<file path="src/rtl/core/dxt3_pkg.sv">
// Shared types, constants and helper functions for the DXT3 block decoder.
// Used by every module in rtl/core; it depends on nothing else.
package dxt3_pkg;

    // Largest image dimension honoured; larger register values are clamped.
    localparam int unsigned MaxDimension = 16384;
    localparam int unsigned DimWidth     = 15;
    localparam int unsigned CoordWidth   = 14;
    localparam int unsigned PosWidth     = 12;
    localparam int unsigned PixelCount   = 16;
    localparam int unsigned QueueDepth   = 2;

    // Configuration register indexes.
    localparam logic CfgImageWidth  = 1'b0;
    localparam logic CfgImageHeight = 1'b1;

    // One decoded block waiting for the pixel stage.
    typedef struct packed {
        logic [CoordWidth-1:0] base_x;
        logic [CoordWidth-1:0] base_y;
        logic [15:0]           mask;
        logic [63:0]           alpha_bits;
        logic [31:0]           index_bits;
        logic [3:0][7:0]       pal_red;
        logic [3:0][7:0]       pal_green;
        logic [3:0][7:0]       pal_blue;
    } block_entry_t;

    // Fill status of the block queue.
    typedef struct packed {
        logic full;
        logic empty;
    } queue_status_t;

    // Floor of s / 3 for s below 768, by multiplication with 683 / 2048.
    function automatic logic [7:0] div3(input logic [9:0] s);
        logic [19:0] prod;
        prod = s * 10'd683;
        return prod[18:11];
    endfunction

    // Interpolated palette entry (2a + b + 1) / 3.
    function automatic logic [7:0] blend(input logic [7:0] a, input logic [7:0] b);
        logic [9:0] sum;
        sum = {1'b0, a, 1'b0} + {2'b00, b} + 10'd1;
        return div3(sum);
    endfunction

endpackage

</file>
<file path="src/rtl/core/dxt3_if.sv">
// Handshake interfaces for compressed blocks in and decoded pixels out.
// Depends on nothing; sits after dxt3_pkg in the compile order.
interface dxt3_block_if;
    logic        valid;
    logic        ready;
    logic [63:0] alpha_bits;
    logic [15:0] endpoint_first;
    logic [15:0] endpoint_second;
    logic [31:0] index_bits;

    modport source (output valid, alpha_bits, endpoint_first, endpoint_second,
                    index_bits, input ready);
    modport sink (input valid, alpha_bits, endpoint_first, endpoint_second,
                  index_bits, output ready);
endinterface

interface dxt3_pixel_if;
    logic        valid;
    logic        ready;
    logic [13:0] pixel_x;
    logic [13:0] pixel_y;
    logic [7:0]  red;
    logic [7:0]  green;
    logic [7:0]  blue;
    logic [7:0]  alpha;
    logic        block_done;

    modport source (output valid, pixel_x, pixel_y, red, green, blue, alpha,
                    block_done, input ready);
    modport sink (input valid, pixel_x, pixel_y, red, green, blue, alpha,
                  block_done, output ready);
endinterface

</file>
<file path="src/rtl/core/dxt3_block_decoder.sv">
// DXT3 block decoder top level: configuration registers, front end, queue, pixel stage.
// Blocks pass a queue slot and the current-block register, then the output register.
// Throughput: one pixel word per cycle while the output is not stalled; a block gives
// one word per pixel inside the image, sixteen for a full block, and the two-entry queue
// lets new blocks be taken while earlier ones are still being emitted.
// Reset: rst_n clears the block position, the queue and the output; size registers read 4.
module dxt3_block_decoder (
    input  logic                          clk,
    input  logic                          rst_n,
    dxt3_block_if.sink                    blocks,
    dxt3_pixel_if.source                  pixels,
    input  logic                          cfg_we,
    input  logic                          cfg_index,
    input  logic [dxt3_pkg::DimWidth-1:0] cfg_data
);

    logic [dxt3_pkg::DimWidth-1:0] width_reg, height_reg;
    logic                    push, pop;
    dxt3_pkg::block_entry_t  push_entry, head;
    dxt3_pkg::queue_status_t q_status;

    // Image size registers.
    always_ff @(posedge clk or negedge rst_n)
    begin
        if (!rst_n)
        begin
            width_reg  <= dxt3_pkg::DimWidth'(4);
            height_reg <= dxt3_pkg::DimWidth'(4);
        end
        else if (cfg_we)
        begin
            unique case (cfg_index)
                dxt3_pkg::CfgImageWidth:  width_reg  <= cfg_data;
                dxt3_pkg::CfgImageHeight: height_reg <= cfg_data;
                default: ;
            endcase
        end
    end

    dxt3_front u_front (
        .clk          (clk),
        .rst_n        (rst_n),
        .blocks       (blocks),
        .image_width  (width_reg),
        .image_height (height_reg),
        .q_status     (q_status),
        .push         (push),
        .push_entry   (push_entry)
    );

    dxt3_queue u_queue (
        .clk        (clk),
        .rst_n      (rst_n),
        .push       (push),
        .push_entry (push_entry),
        .pop        (pop),
        .head       (head),
        .status     (q_status)
    );

    dxt3_back u_back (
        .clk      (clk),
        .rst_n    (rst_n),
        .head     (head),
        .q_status (q_status),
        .pop      (pop),
        .pixels   (pixels)
    );

endmodule

</file>
<file path="src/rtl/core/dxt3_front.sv">
// Front end: accepts blocks, builds the palette, the in-image pixel mask and
// the block position. Depends on dxt3_pkg and dxt3_if.
module dxt3_front (
    input  logic                       clk,
    input  logic                       rst_n,
    dxt3_block_if.sink                 blocks,
    input  logic [dxt3_pkg::DimWidth-1:0] image_width,
    input  logic [dxt3_pkg::DimWidth-1:0] image_height,
    input  dxt3_pkg::queue_status_t    q_status,
    output logic                       push,
    output dxt3_pkg::block_entry_t     push_entry
);

    logic [dxt3_pkg::PosWidth-1:0] col_reg, col_next;
    logic [dxt3_pkg::PosWidth-1:0] row_reg, row_next;
    logic [dxt3_pkg::DimWidth-1:0] eff_w, eff_h;
    logic [dxt3_pkg::PosWidth:0]   col_inc, row_inc;
    logic [dxt3_pkg::CoordWidth-1:0] base_x, base_y;
    logic [7:0] r0, g0, b0, r1, g1, b1;
    logic [15:0] mask;
    logic        accept;

    assign blocks.ready = !q_status.full;
    assign accept       = blocks.valid && blocks.ready;

    // Clamp the image size to the supported maximum.
    always_comb
    begin
        eff_w = (image_width > dxt3_pkg::DimWidth'(dxt3_pkg::MaxDimension))
              ? dxt3_pkg::DimWidth'(dxt3_pkg::MaxDimension) : image_width;
        eff_h = (image_height > dxt3_pkg::DimWidth'(dxt3_pkg::MaxDimension))
              ? dxt3_pkg::DimWidth'(dxt3_pkg::MaxDimension) : image_height;
    end

    assign base_x = {col_reg, 2'b00};
    assign base_y = {row_reg, 2'b00};

    // A pixel survives when both its coordinates fall inside the image.
    always_comb
    begin
        for (int i = 0; i < dxt3_pkg::PixelCount; i++)
        begin
            mask[i] = ({1'b0, base_x} + dxt3_pkg::DimWidth'(i % 4) < eff_w) &&
                      ({1'b0, base_y} + dxt3_pkg::DimWidth'(i / 4) < eff_h);
        end
    end

    // Widen the RGB565 endpoints by left shift.
    always_comb
    begin
        r0 = {blocks.endpoint_first[15:11], 3'b000};
        g0 = {blocks.endpoint_first[10:5], 2'b00};
        b0 = {blocks.endpoint_first[4:0], 3'b000};
        r1 = {blocks.endpoint_second[15:11], 3'b000};
        g1 = {blocks.endpoint_second[10:5], 2'b00};
        b1 = {blocks.endpoint_second[4:0], 3'b000};
    end

    // Four-colour palette and queue entry.
    always_comb
    begin
        push_entry.base_x       = base_x;
        push_entry.base_y       = base_y;
        push_entry.mask         = mask;
        push_entry.alpha_bits   = blocks.alpha_bits;
        push_entry.index_bits   = blocks.index_bits;
        push_entry.pal_red[0]   = r0;
        push_entry.pal_red[1]   = r1;
        push_entry.pal_red[2]   = dxt3_pkg::blend(r0, r1);
        push_entry.pal_red[3]   = dxt3_pkg::blend(r1, r0);
        push_entry.pal_green[0] = g0;
        push_entry.pal_green[1] = g1;
        push_entry.pal_green[2] = dxt3_pkg::blend(g0, g1);
        push_entry.pal_green[3] = dxt3_pkg::blend(g1, g0);
        push_entry.pal_blue[0]  = b0;
        push_entry.pal_blue[1]  = b1;
        push_entry.pal_blue[2]  = dxt3_pkg::blend(b0, b1);
        push_entry.pal_blue[3]  = dxt3_pkg::blend(b1, b0);
    end

    // Blocks wholly outside the image are not queued at all.
    assign push = accept && (mask != 16'd0);

    // Raster-order block position.
    always_comb
    begin
        col_inc  = {1'b0, col_reg} + 13'd1;
        row_inc  = {1'b0, row_reg} + 13'd1;
        col_next = col_reg;
        row_next = row_reg;
        if (accept)
        begin
            if (col_inc[dxt3_pkg::PosWidth] || ({col_inc, 2'b00} >= eff_w))
            begin
                col_next = '0;
                if (row_inc[dxt3_pkg::PosWidth] || ({row_inc, 2'b00} >= eff_h))
                    row_next = '0;
                else
                    row_next = row_inc[dxt3_pkg::PosWidth-1:0];
            end
            else
            begin
                col_next = col_inc[dxt3_pkg::PosWidth-1:0];
            end
        end
    end

    always_ff @(posedge clk or negedge rst_n)
    begin
        if (!rst_n)
        begin
            col_reg <= '0;
            row_reg <= '0;
        end
        else
        begin
            col_reg <= col_next;
            row_reg <= row_next;
        end
    end

endmodule

</file>
<file path="src/rtl/core/dxt3_queue.sv">
// Two-entry block queue between the front end and the pixel stage.
// Depends on dxt3_pkg.
module dxt3_queue (
    input  logic                    clk,
    input  logic                    rst_n,
    input  logic                    push,
    input  dxt3_pkg::block_entry_t  push_entry,
    input  logic                    pop,
    output dxt3_pkg::block_entry_t  head,
    output dxt3_pkg::queue_status_t status
);

    dxt3_pkg::block_entry_t slot_reg [dxt3_pkg::QueueDepth];
    logic       wr_ptr_reg, wr_ptr_next;
    logic       rd_ptr_reg, rd_ptr_next;
    logic [1:0] count_reg, count_next;
    logic       do_pop;

    assign do_pop        = pop && (count_reg != 2'd0);
    assign head          = slot_reg[rd_ptr_reg];
    assign status.full   = (count_reg == 2'(dxt3_pkg::QueueDepth));
    assign status.empty  = (count_reg == 2'd0);

    // Pointer and fill count update.
    always_comb
    begin
        wr_ptr_next = push ? !wr_ptr_reg : wr_ptr_reg;
        rd_ptr_next = do_pop ? !rd_ptr_reg : rd_ptr_reg;
        count_next  = count_reg + {1'b0, push} - {1'b0, do_pop};
    end

    always_ff @(posedge clk or negedge rst_n)
    begin
        if (!rst_n)
        begin
            wr_ptr_reg <= 1'b0;
            rd_ptr_reg <= 1'b0;
            count_reg  <= 2'd0;
        end
        else
        begin
            wr_ptr_reg <= wr_ptr_next;
            rd_ptr_reg <= rd_ptr_next;
            count_reg  <= count_next;
        end
    end

    // Entry storage needs no reset.
    always_ff @(posedge clk)
    begin
        if (push)
            slot_reg[wr_ptr_reg] <= push_entry;
    end

endmodule

</file>
<file path="src/rtl/core/dxt3_back.sv">
// Pixel stage: walks the in-image pixels of one block, one per cycle when
// not stalled, into an output register. Depends on dxt3_pkg and dxt3_if.
module dxt3_back (
    input  logic                    clk,
    input  logic                    rst_n,
    input  dxt3_pkg::block_entry_t  head,
    input  dxt3_pkg::queue_status_t q_status,
    output logic                    pop,
    dxt3_pixel_if.source            pixels
);

    dxt3_pkg::block_entry_t cur_reg;
    logic        cur_valid_reg, cur_valid_next;
    logic [15:0] mask_reg, mask_next;
    logic [3:0]  sel;
    logic [15:0] sel_onehot;
    logic [1:0]  pal_idx;
    logic [3:0]  alpha_nib;
    logic        out_space, emit, last, free;

    logic        out_valid_reg;
    logic [13:0] out_x_reg, out_y_reg;
    logic [7:0]  out_r_reg, out_g_reg, out_b_reg, out_a_reg;
    logic        out_done_reg;

    // Lowest remaining pixel of the current block.
    always_comb
    begin
        sel = 4'd0;
        for (int i = dxt3_pkg::PixelCount - 1; i >= 0; i--)
        begin
            if (mask_reg[i])
                sel = 4'(i);
        end
        sel_onehot = 16'd1 << sel;
    end

    assign out_space = !out_valid_reg || pixels.ready;
    assign emit      = cur_valid_reg && out_space;
    assign last      = emit && ((mask_reg & ~sel_onehot) == 16'd0);
    assign free      = !cur_valid_reg || last;
    assign pop       = free && !q_status.empty;
    assign pal_idx   = cur_reg.index_bits[2*sel +: 2];
    assign alpha_nib = cur_reg.alpha_bits[4*sel +: 4];

    // Current block bookkeeping.
    always_comb
    begin
        cur_valid_next = cur_valid_reg;
        mask_next      = mask_reg;
        if (emit)
            mask_next = mask_reg & ~sel_onehot;
        if (pop)
        begin
            cur_valid_next = 1'b1;
            mask_next      = head.mask;
        end
        else if (last)
        begin
            cur_valid_next = 1'b0;
        end
    end

    always_ff @(posedge clk or negedge rst_n)
    begin
        if (!rst_n)
        begin
            cur_valid_reg <= 1'b0;
            out_valid_reg <= 1'b0;
        end
        else
        begin
            cur_valid_reg <= cur_valid_next;
            if (emit)
                out_valid_reg <= 1'b1;
            else if (pixels.ready)
                out_valid_reg <= 1'b0;
        end
    end

    // Payload registers.
    always_ff @(posedge clk)
    begin
        mask_reg <= mask_next;
        if (pop)
            cur_reg <= head;
        if (emit)
        begin
            out_x_reg    <= cur_reg.base_x + {12'd0, sel[1:0]};
            out_y_reg    <= cur_reg.base_y + {12'd0, sel[3:2]};
            out_r_reg    <= cur_reg.pal_red[pal_idx];
            out_g_reg    <= cur_reg.pal_green[pal_idx];
            out_b_reg    <= cur_reg.pal_blue[pal_idx];
            out_a_reg    <= {alpha_nib, alpha_nib};
            out_done_reg <= last;
        end
    end

    assign pixels.valid      = out_valid_reg;
    assign pixels.pixel_x    = out_x_reg;
    assign pixels.pixel_y    = out_y_reg;
    assign pixels.red        = out_r_reg;
    assign pixels.green      = out_g_reg;
    assign pixels.blue       = out_b_reg;
    assign pixels.alpha      = out_a_reg;
    assign pixels.block_done = out_done_reg;

endmodule
</file>
<file path="src/flat_wrapper.sv">
// flat-port wrapper written by rule: the top's interface ports become plain ports
module dxt3_block_decoder_flat 
  (clk, rst_n, cfg_we, cfg_index, cfg_data, blocks_valid, blocks_alpha_bits, blocks_endpoint_first, blocks_endpoint_second, blocks_index_bits, blocks_ready, pixels_valid, pixels_pixel_x, pixels_pixel_y, pixels_red, pixels_green, pixels_blue, pixels_alpha, pixels_block_done, pixels_ready);
  dxt3_block_if blocks_i ();
  dxt3_pixel_if pixels_i ();
  input  logic clk;
  input  logic rst_n;
  input  logic cfg_we;
  input  logic cfg_index;
  input  logic [dxt3_pkg::DimWidth-1:0] cfg_data;
  input wire logic [$bits(blocks_i.valid)-1:0] blocks_valid;
  input wire logic [$bits(blocks_i.alpha_bits)-1:0] blocks_alpha_bits;
  input wire logic [$bits(blocks_i.endpoint_first)-1:0] blocks_endpoint_first;
  input wire logic [$bits(blocks_i.endpoint_second)-1:0] blocks_endpoint_second;
  input wire logic [$bits(blocks_i.index_bits)-1:0] blocks_index_bits;
  output wire logic [$bits(blocks_i.ready)-1:0] blocks_ready;
  output wire logic [$bits(pixels_i.valid)-1:0] pixels_valid;
  output wire logic [$bits(pixels_i.pixel_x)-1:0] pixels_pixel_x;
  output wire logic [$bits(pixels_i.pixel_y)-1:0] pixels_pixel_y;
  output wire logic [$bits(pixels_i.red)-1:0] pixels_red;
  output wire logic [$bits(pixels_i.green)-1:0] pixels_green;
  output wire logic [$bits(pixels_i.blue)-1:0] pixels_blue;
  output wire logic [$bits(pixels_i.alpha)-1:0] pixels_alpha;
  output wire logic [$bits(pixels_i.block_done)-1:0] pixels_block_done;
  input wire logic [$bits(pixels_i.ready)-1:0] pixels_ready;
  assign blocks_i.valid = blocks_valid;
  assign blocks_i.alpha_bits = blocks_alpha_bits;
  assign blocks_i.endpoint_first = blocks_endpoint_first;
  assign blocks_i.endpoint_second = blocks_endpoint_second;
  assign blocks_i.index_bits = blocks_index_bits;
  assign blocks_ready = blocks_i.ready;
  assign pixels_valid = pixels_i.valid;
  assign pixels_pixel_x = pixels_i.pixel_x;
  assign pixels_pixel_y = pixels_i.pixel_y;
  assign pixels_red = pixels_i.red;
  assign pixels_green = pixels_i.green;
  assign pixels_blue = pixels_i.blue;
  assign pixels_alpha = pixels_i.alpha;
  assign pixels_block_done = pixels_i.block_done;
  assign pixels_i.ready = pixels_ready;
  dxt3_block_decoder u_core (.clk(clk), .rst_n(rst_n), .blocks(blocks_i), .pixels(pixels_i), .cfg_we(cfg_we), .cfg_index(cfg_index), .cfg_data(cfg_data));
endmodule
</file>
<file path="config.mk">
export PLATFORM = sky130hd
export DESIGN_NAME = dxt3_block_decoder_flat
export DESIGN_NICKNAME = d
export VERILOG_FILES = /design/src/rtl/core/dxt3_pkg.sv /design/src/rtl/core/dxt3_if.sv /design/src/rtl/core/dxt3_block_decoder.sv /design/src/rtl/core/dxt3_front.sv /design/src/rtl/core/dxt3_queue.sv /design/src/rtl/core/dxt3_back.sv /design/src/flat_wrapper.sv
export SDC_FILE = /design/constraint.sdc
export NUM_CORES = 1
export LEC_CHECK = 0
export BUFFER_PORTS_ARGS = -buffer_cell sky130_fd_sc_hd__buf_2
export CAP_MARGIN = 20
export CORE_AREA = 4 4 298 300
export CTS_BUF_LIST = sky130_fd_sc_hd__clkbuf_2 sky130_fd_sc_hd__clkbuf_4 sky130_fd_sc_hd__clkbuf_8
export DETAILED_ROUTE_END_ITERATION = 10
export DIE_AREA = 0 0 302 304
export SLEW_MARGIN = 25
export SYNTH_ARGS = -nofsm -noshare
export SYNTH_HDL_FRONTEND = slang
export SYNTH_SLANG_ARGS = --single-unit
</file>
<file path="constraint.sdc">
create_clock -name clk -period 14.1 [get_ports clk]
set_clock_uncertainty 0.2 [all_clocks]
set_input_delay 1.41 -clock clk [delete_from_list [all_inputs] [get_ports clk]]
set_output_delay 1.41 -clock clk [all_outputs]
set_load 0.03 [all_outputs]
</file>
==> results of run 1 <==
-- metrics by stage --
stage | hold WS, ns | setup WS [ns] | cells | power (mW)
after floorplan | 0.200 | 0.440 | 2572 | 6.10
after global placement | 0.202 | 6.18 | 3897 | 6.87
after detailed placement | 0.205 | 6.04 | 3897 | 6.96
after CTS | 0.221 | 6.87 | 4117 | 8.93
after global routing | 0.223 | 6.37 | 4119 | 9.52
final | 0.218 | 6.83 | 4130 | 8.79
-- routing by layer --
metal	wire, µm	up-vias	track usage
met2	39800	467	0.298
met3	4410	110	0.0312
li1	-	10300	-
met5	13	-	0
met1	36100	10700	0.240
met4	1400	2	0.0472
-- cell usage after synthesis (4+ instances only) --
cell type / count
edfxtp_1: 705
ha_1: 382
mux2_2: 230
inv_1: 182
nor2_1: 106
mux2i_1: 103
nand2_1: 90
fa_1: 88
o21ai_0: 88
xnor2_1: 78
dfrtp_1: 58
a21oi_1: 53
a21o_1: 34
nor3_1: 32
clkbuf_1: 30
nand3_1: 27
nor2b_1: 19
xor2_1: 19
o21a_1: 18
a221oi_1: 17
nand2b_1: 17
nand4_1: 17
nor4_1: 15
buf_1: 13
o31ai_1: 13
and3_1: 10
buf_2: 8
a2111oi_0: 7
buf_4: 7
a221o_1: 6
and2_1: 6
o211ai_1: 6
o21bai_1: 5
o22ai_1: 5
or2_2: 5
a211oi_1: 4
and3b_1: 4
o31a_1: 4
o41ai_1: 4
-- cells by family (layout without fill, tap and decap cells) --
kind of cell               count (synthesis)  in the layout
and+or+nand+nor                          365            365
DFF                                      765            765
adders and majority gates                470            470
other                                      0             12
muxes                                    335            335
AOI/OAI and AO/OA                        294            294
buffers and inverters                    246            637
xor gates and xnor gates                  97             97
-- worst max-delay path by stage --
stage,endpoint,slack [ns],cells past startpoint
after global routing,u_core.u_queue.slot_reg[0][45],6.37,25
final,u_core.u_queue.slot_reg[0][45],6.83,25
after floorplan,u_core.u_queue.slot_reg[0][0],0.44,13
after detailed placement,u_core.u_queue.slot_reg[1][45],6.04,25
after CTS,u_core.u_queue.slot_reg[0][45],6.87,25
after global placement,u_core.u_queue.slot_reg[0][45],6.18,25
-- final cells by class --
type	count	area share
repair buffers	232	0.0283
multi-input cells	1561	0.342
well taps	1155	0.0333
clock buffers	165	0.0469
diodes	12	0.000693
clock inverters	55	0.00987
inverters	185	0.0162
flip-flops and latches	765	0.523
-- report_power, final --
group          switching (mW)  total, mW  internal, mW  leakage [nW]
sequential              0.138       3.43          3.30          7.19
combinational            1.98       3.45          1.47          8.89
clock                   0.856       1.90          1.05          1.31
total                    2.98       8.79          5.81          17.4
==> metrics.md, run 1 <==
| Metric | Value |
|---|---|
| Setup TNS | `0 ns` |
| Critical path class | `primary input to register` |
| Max FFs per register | `432` |
| Count of final hold-check violations | `0` |
| Initial Utilization | `0.446` |
| Number of max-cap violations | `0` |
| Rows | `108` |
| Top_reg_cell synth | `edfxtp_1` |
| Commonest cells after routing, fill and taps aside | `edfxtp_1, ha_1, mux2_2, buf_2, inv_1` |
| CTS tree | `built` |
| Clk_lat worst skew | `0.74 ns` |
| Area grow syn2layout | `12.9%` |
| Total routed wirelength | `81700 µm` |
| Area after DPL | `~40000 µm²` |
| Worst IR Drop VDD | `0.136 mV` |
| Distinct cells, synth | `74` |
| Critical Path End Type | `register` |
| Initial antenna violation count | `14` |
| CTS buffer count | `121` |
| RSZ-0062 raised after global routing | `no` |
| Mean post-synth cell area | `14.9 µm²` |
| Post-synth EDFFs | `between 700 and 800` |
| Crit start category | `primary input` |
| CTS Buffer Depth | `3` |
| RR Startpoint | `u_core.width_reg[14]` |
| Total congestion overflow | `0` |
| Synthesis-stage register bit count | `about 770` |
| Simple logic cell fraction of the synthesized area | `0.0457` |
| Design Area, Final | `43400 µm²` |
| Synthesis warning total | `0` |
| Min-Delay Endpoint | `u_core.u_back.pixels.pixel_x[13]` |
| H-tree depth | `3` |
| Layout cells sized above 1 | `0.234` |
| Fillers | `7498` |
| Hold path start | `u_core.u_back.cur_reg[235]` |
| DIE AREA | `91800 µm²` |
| Cell Pwr Density | `203 nW/µm²` |
| Crit path buffers/inverters | `4` |
| Final worst path period share | `0.515` |
| Largest net degree at the start of global routing | `98` |
| Reg2reg path depth | `14` |
| Max Clk Rate | `about 140 MHz` |
| Slew Viols, Final | `0` |
| WP data required | `around 14 ns` |
| Status | `finished, final reports clean` |
| Tmin final | `between 7 and 8 ns` |
| CP arrival | `around 7.5 ns` |
| Async S/R FF share, synth | `0.0784` |
| Register area share after synthesis | `0.590` |
| Final HPWL DP | `56500 µm` |
| Hold crit path type | `register to register` |
| Root Driver | `clkbuf_8` |
| DR WL/cell | `19.8 µm` |
| Synthesized-area fraction occupied by adder cells | `0.170` |
| Detailed-route DRC error count | `0` |
| Mapped Nets | `approximately 3200` |
| Post-synthesis xor/xnor area fraction | `0.0221` |
| Post-Syn Instances | `2572` |
| First-pass GRT wire length | `about 130000 µm` |
| Number of global-route vias before repair | `23000` |
| Largest family of logic cells by synthesized area | `adder cells` |
| Post-cts resize count | `0` |
| RR Endpoint | `u_core.u_queue.slot_reg[0][68]` |
| Top post-synthesis cells by area | `edfxtp_1, ha_1, mux2_2, fa_1, dfrtp_1` |
| Initial DRC count | `1147` |
| Sequential cell area | `22700 µm²` |
| Setup-failing EPs final | `0` |
| Vias | `21500` |
| Commonest non-fill, non-tap cell in the layout | `edfxtp_1` |
| Fin nets | `around 3500` |
| Core area | `roughly 86000 µm²` |
| GRT Total Usage | `0.178` |
| RePlAce Congestion | `0.854` |
| Core Util, Final | `0.503` |
| Io pins | `212` |
| CP peak stage delay | `0.56 ns` |
| Reg2Reg Setup Slack | `7.26 ns` |
| Fraction of synthesized area in multiplexers | `0.0949` |
| Crit path from | `blocks_endpoint_first[5]` |
| Compound-gate portion of the synthesized area | `0.0514` |
| Yosys top cell area share | `0.551` |
| DR pass1 iterations | `7` |
| Multi-input logic area | `14800 µm²` |
| IO Port Bufs | `about 210` |
| DIE HEIGHT | `304 µm` |
| CP max FO | `8` |
| Via-per-instance ratio | `between 5 and 6` |
| DRT antenna net count | `0` |
| Die W | `302 µm` |
| Least-Margin Pin Slew | `about 1.0 ns` |
| Post-CTS Setup Bufs | `0` |
| Leading area contributor after synthesis | `edfxtp_1` |
| Mapped cell area | `38400 µm²` |
| Relative slew margins | `0.308` |
| Cells on Worst Hold Path | `0` |
| Most frequent CP cell | `ha_1` |
| Clock Pin Slew Worst Setup and Hold Paths | `0.06 ns` |
| CP max-delay cell | `o41ai_1` |
| Leak | `roughly 17 nW` |
| Top delay family on crit path | `adder cells` |
| Hold buffer count at CTS | `0` |
| Sink Count | `765` |
Note: power is estimated with default switching activity, not from simulation.
==> inputs of run 2 (changes only) <==
- ABC_AREA: unset -> 1
- CORE_AREA: 4 4 298 300 -> 4 4 300 302
- DIE_AREA: 0 0 302 304 -> 0 0 304 306
- clock period: 14.1 -> 6.9 ns (I/O delays scaled with it)
==> run 2 against run 1 <==
Area after synthesis is 1.4% higher. Critical path type unchanged. Largest power group unchanged. Sequential power is 150% higher. Sequential share of layout area is 2.3 points lower. Die area is 1.3% higher. Utilization is 1.5 points higher. Via count is 15% higher. Critical endpoint unchanged. Cell count is 23% higher. Highest routed layer unchanged.
==> metrics.md, run 2 <==
| Metric | Value |
|---|---|
| RR Startpoint | `u_core.height_reg[10]` |
| Crit path buffers/inverters | `5 (+1)` |
| Critical path class | `primary input to register` |
| Rows | `109 (+0.93%)` |
| Switching fraction of total power | `0.407 (+0.0688)` |
| Fin nets | `4420 (+27%)` |
| Io pins | `212 (unchanged)` |
| Design Area, Final | `45400 µm² (+4.7%)` |
| Mapped cell area | `39000 µm² (+1.4%)` |
| Synthesis-stage register bit count | `765 (unchanged)` |
| Post-Syn Instances | `3376 (+31%)` |
| DR pass1 iterations | `5 (-2)` |
| Setup-failing EPs final | `0 (unchanged)` |
| Crit path from | `blocks_endpoint_first[5]` |
| Core Util, Final | `0.518 (+0.0148)` |
| Total congestion overflow | `0 (unchanged)` |
| Status | `finished, final reports clean` |
| Root Driver | `clkbuf_8` |
| Area grow syn2layout | `16.5%` |
| Initial Utilization | `0.444 (-0.00126)` |
| Post-CTS Setup Bufs | `0 (unchanged)` |
| RePlAce Congestion | `0.831 (-2.7%)` |
| WP data required | `7.21 ns (-7.14 ns)` |
| DIE AREA | `93000 µm² (+1.3%)` |
| Fin Hold WS | `0.0969 ns (-0.121 ns)` |
| Crit start category | `primary input` |
| Seq pwr share | `0.370 (-0.021)` |
| Mapped Nets | `3995 (+25%)` |
| Post-synth EDFFs | `705 (unchanged)` |
| Count leader, synth | `nand2_1` |
| Clock Pin Slew Worst Setup and Hold Paths | `0.06 ns (about the same)` |
| First-pass GRT wire length | `137000 µm (+6.4%)` |
| Final HPWL DP | `56500 µm (-0.13%)` |
| DR WL/cell | `16.9 µm (-15%)` |
| Count of final hold-check violations | `0 (unchanged)` |
| Clk_lat worst skew | `0.78 ns (+0.04 ns)` |
| Async S/R FF share, synth | `0.0784 (unchanged)` |
| Worst IR Drop VDD | `0.267 mV (+97%)` |
| Hold crit path type | `primary input to register` |
| Hold path start | `blocks_endpoint_second[0]` |
| Distinct cells, synth | `51 (-31%)` |
| Area after DPL | `41400 µm² (+1.3%)` |
| IO Port Bufs | `211 (unchanged)` |
| Vias | `24700 (+15%)` |
| Number of global-route vias before repair | `25200 (+9.6%)` |
| Top delay family on crit path | `adder cells` |
| Initial DRC count | `1213 (+5.8%)` |
| Clock power frac | `0.176 (-0.040)` |
| Leading area contributor after synthesis | `edfxtp_1` |
| RSZ-0062 raised after global routing | `no` |
| Number of max-cap violations | `0 (unchanged)` |
| Yosys top cell area share | `0.543 (-0.00777)` |
| Least-Margin Pin Slew | `1.03 ns (-0.00492 ns)` |
| Cell Pwr Density | `505 nW/µm² (+150%)` |
| CP peak stage delay | `0.54 ns (-0.02 ns)` |
| CTS buffer count | `133 (+9.9%)` |
| Critical Path End Type | `register` |
| CP arrival | `6.64 ns (-0.88 ns)` |
| Core area | `87700 µm² (+1.7%)` |
| Register area share after synthesis | `0.582 (-0.00832)` |
| Logic gate share of total power | `0.454 (+0.061)` |
| Relative slew margins | `0.311 (+0.00328)` |
| Int Power | `13.6 mW (+130%)` |
| Setup TNS | `0 ns (unchanged)` |
| H-tree depth | `4 (+1)` |
| Synthesis warning total | `0 (unchanged)` |
| Detailed-route DRC error count | `0 (unchanged)` |
| Mean post-synth cell area | `11.5 µm² (-23%)` |
| DRT antenna net count | `0 (unchanged)` |
| Tmin final | `6.32 ns` |
| Sink Count | `765 (unchanged)` |
| Max FFs per register | `432 (unchanged)` |
| Top post-synthesis cells by area | `edfxtp_1, ha_1, nand2_1, fa_1, dfrtp_1` |
| Die W | `304 µm (+0.66%)` |
| Final worst path period share | `0.917` |
| CTS Buffer Depth | `3 (unchanged)` |
| Max Clk Rate | `158 MHz` |
| Initial antenna violation count | `6 (-8)` |
| Top_reg_cell synth | `edfxtp_1` |
| Overall power | `22.9 mW (+160%)` |
| CP max-delay cell | `fa_1` |
| GRT Total Usage | `0.186 (+0.00754)` |
| DIE HEIGHT | `306 µm (+0.66%)` |
| Commonest non-fill, non-tap cell in the layout | `nand2_1` |
| Slew Viols, Final | `0 (unchanged)` |
| Post-synth top cells | `nand2_1, edfxtp_1, ha_1` |
| P_sw | `9.33 mW (+210%)` |
| Largest net degree at the start of global routing | `113 (+15%)` |
| Commonest cells after routing, fill and taps aside | `nand2_1, edfxtp_1, ha_1, inv_1, buf_2` |
| Layout cells sized above 1 | `0.130 (-0.104)` |
| Total routed wirelength | `85600 µm (+4.8%)` |
| CTS tree | `built` |
| Leak | `20.2 nW (+16%)` |
| CP max FO | `8 (unchanged)` |
| Via-per-instance ratio | `4.88 (-6.2%)` |
## run 2: cell count changes in the layout (fill, tap and decap cells not counted), moves of 52 or more
cell	previous run	this run
xor2_1	19	71
nand2_1	90	978
inv_1	181	353
nand3_1	27	128
mux2_2	230	0
mux2i_1	103	1
dlygate4sd3_1	0	143
## run 2: path summary, 6_finish.rpt
kind / end / slack, ns / cells past startpoint
max in group asynchronous: u_core.u_queue.rd_ptr_reg / 5.43 / 3
min: u_core.u_queue.slot_reg[0][5] / 0.1 / 1
min reg2reg: u_core.u_back.pixels.pixel_x[11] / 0.21 / 0
min in group asynchronous: u_core.u_front.row_reg[8] / 0.45 / 3
max reg2reg: u_core.u_queue.slot_reg[1][133] / 2.07 / 15
max: u_core.u_queue.slot_reg[0][45] / 0.58 / 28
## run 2: cell type report
cell class,count,area (µm²)
Fill cell,7656,42300
Sequential cell,765,22700
Multi-Input combinational cell,2155,14500
Timing Repair Buffer,382,2790
Clock buffer,184,2240
Tap cell,1165,1460
Inverter,364,1380
Clock inverter,52,352
Antenna cell,3,7.51
## run 2: stage by stage
stage / std cells / setup WS, ns
floorplan: 3376 / -2.20
global placement: 4688 / 0.352
detailed placement: 4688 / 0.291
CTS: 5067 / 0.612
global route: 5069 / 0.128
finish: 5070 / 0.575
## run 2: cell families after synthesis
family | after synthesis | share of synthesized area
mux | 1 | 0.000257
buf+inv | 456 | 0.0466
fa+ha+maj | 470 | 0.168
compound gates | 257 | 0.0376
flops | 765 | 0.582
xor+xnor | 108 | 0.0243
simple gates | 1319 | 0.142
## run 2: power by group through the flow
| stage | clock, mW | sequential, mW | combinational, mW |
|---|---|---|---|
| 2_1_floorplan | 0 | 8.97 | 7.26 |
| 3_3_place_gp | 0 | 8.53 | 10.4 |
| 3_5_place_dp | 0 | 8.56 | 10.5 |
| 4_1_cts | 4.17 | 8.48 | 10.7 |
| 5_1_grt | 4.39 | 8.62 | 12.0 |
| 6_report | 4.03 | 8.47 | 10.4 |
## run 2: what timing repair did
action	in CTS	in global routing
hold buffers	143	0
endpoints found under the hold margin	337	0
gates resized for setup	0	0
## run 2: layer usage
layer / global-route usage / share of wire / routed length, µm / vias up
li1: - / - / - / 12400
met5: 0 / 0.00032 / 27 / -
met3: 0.0354 / 0.044 / 3750 / 125
met1: 0.241 / 0.45 / 38300 / 11800
met2: 0.316 / 0.49 / 41600 / 458
met4: 0.0596 / 0.022 / 1900 / 4
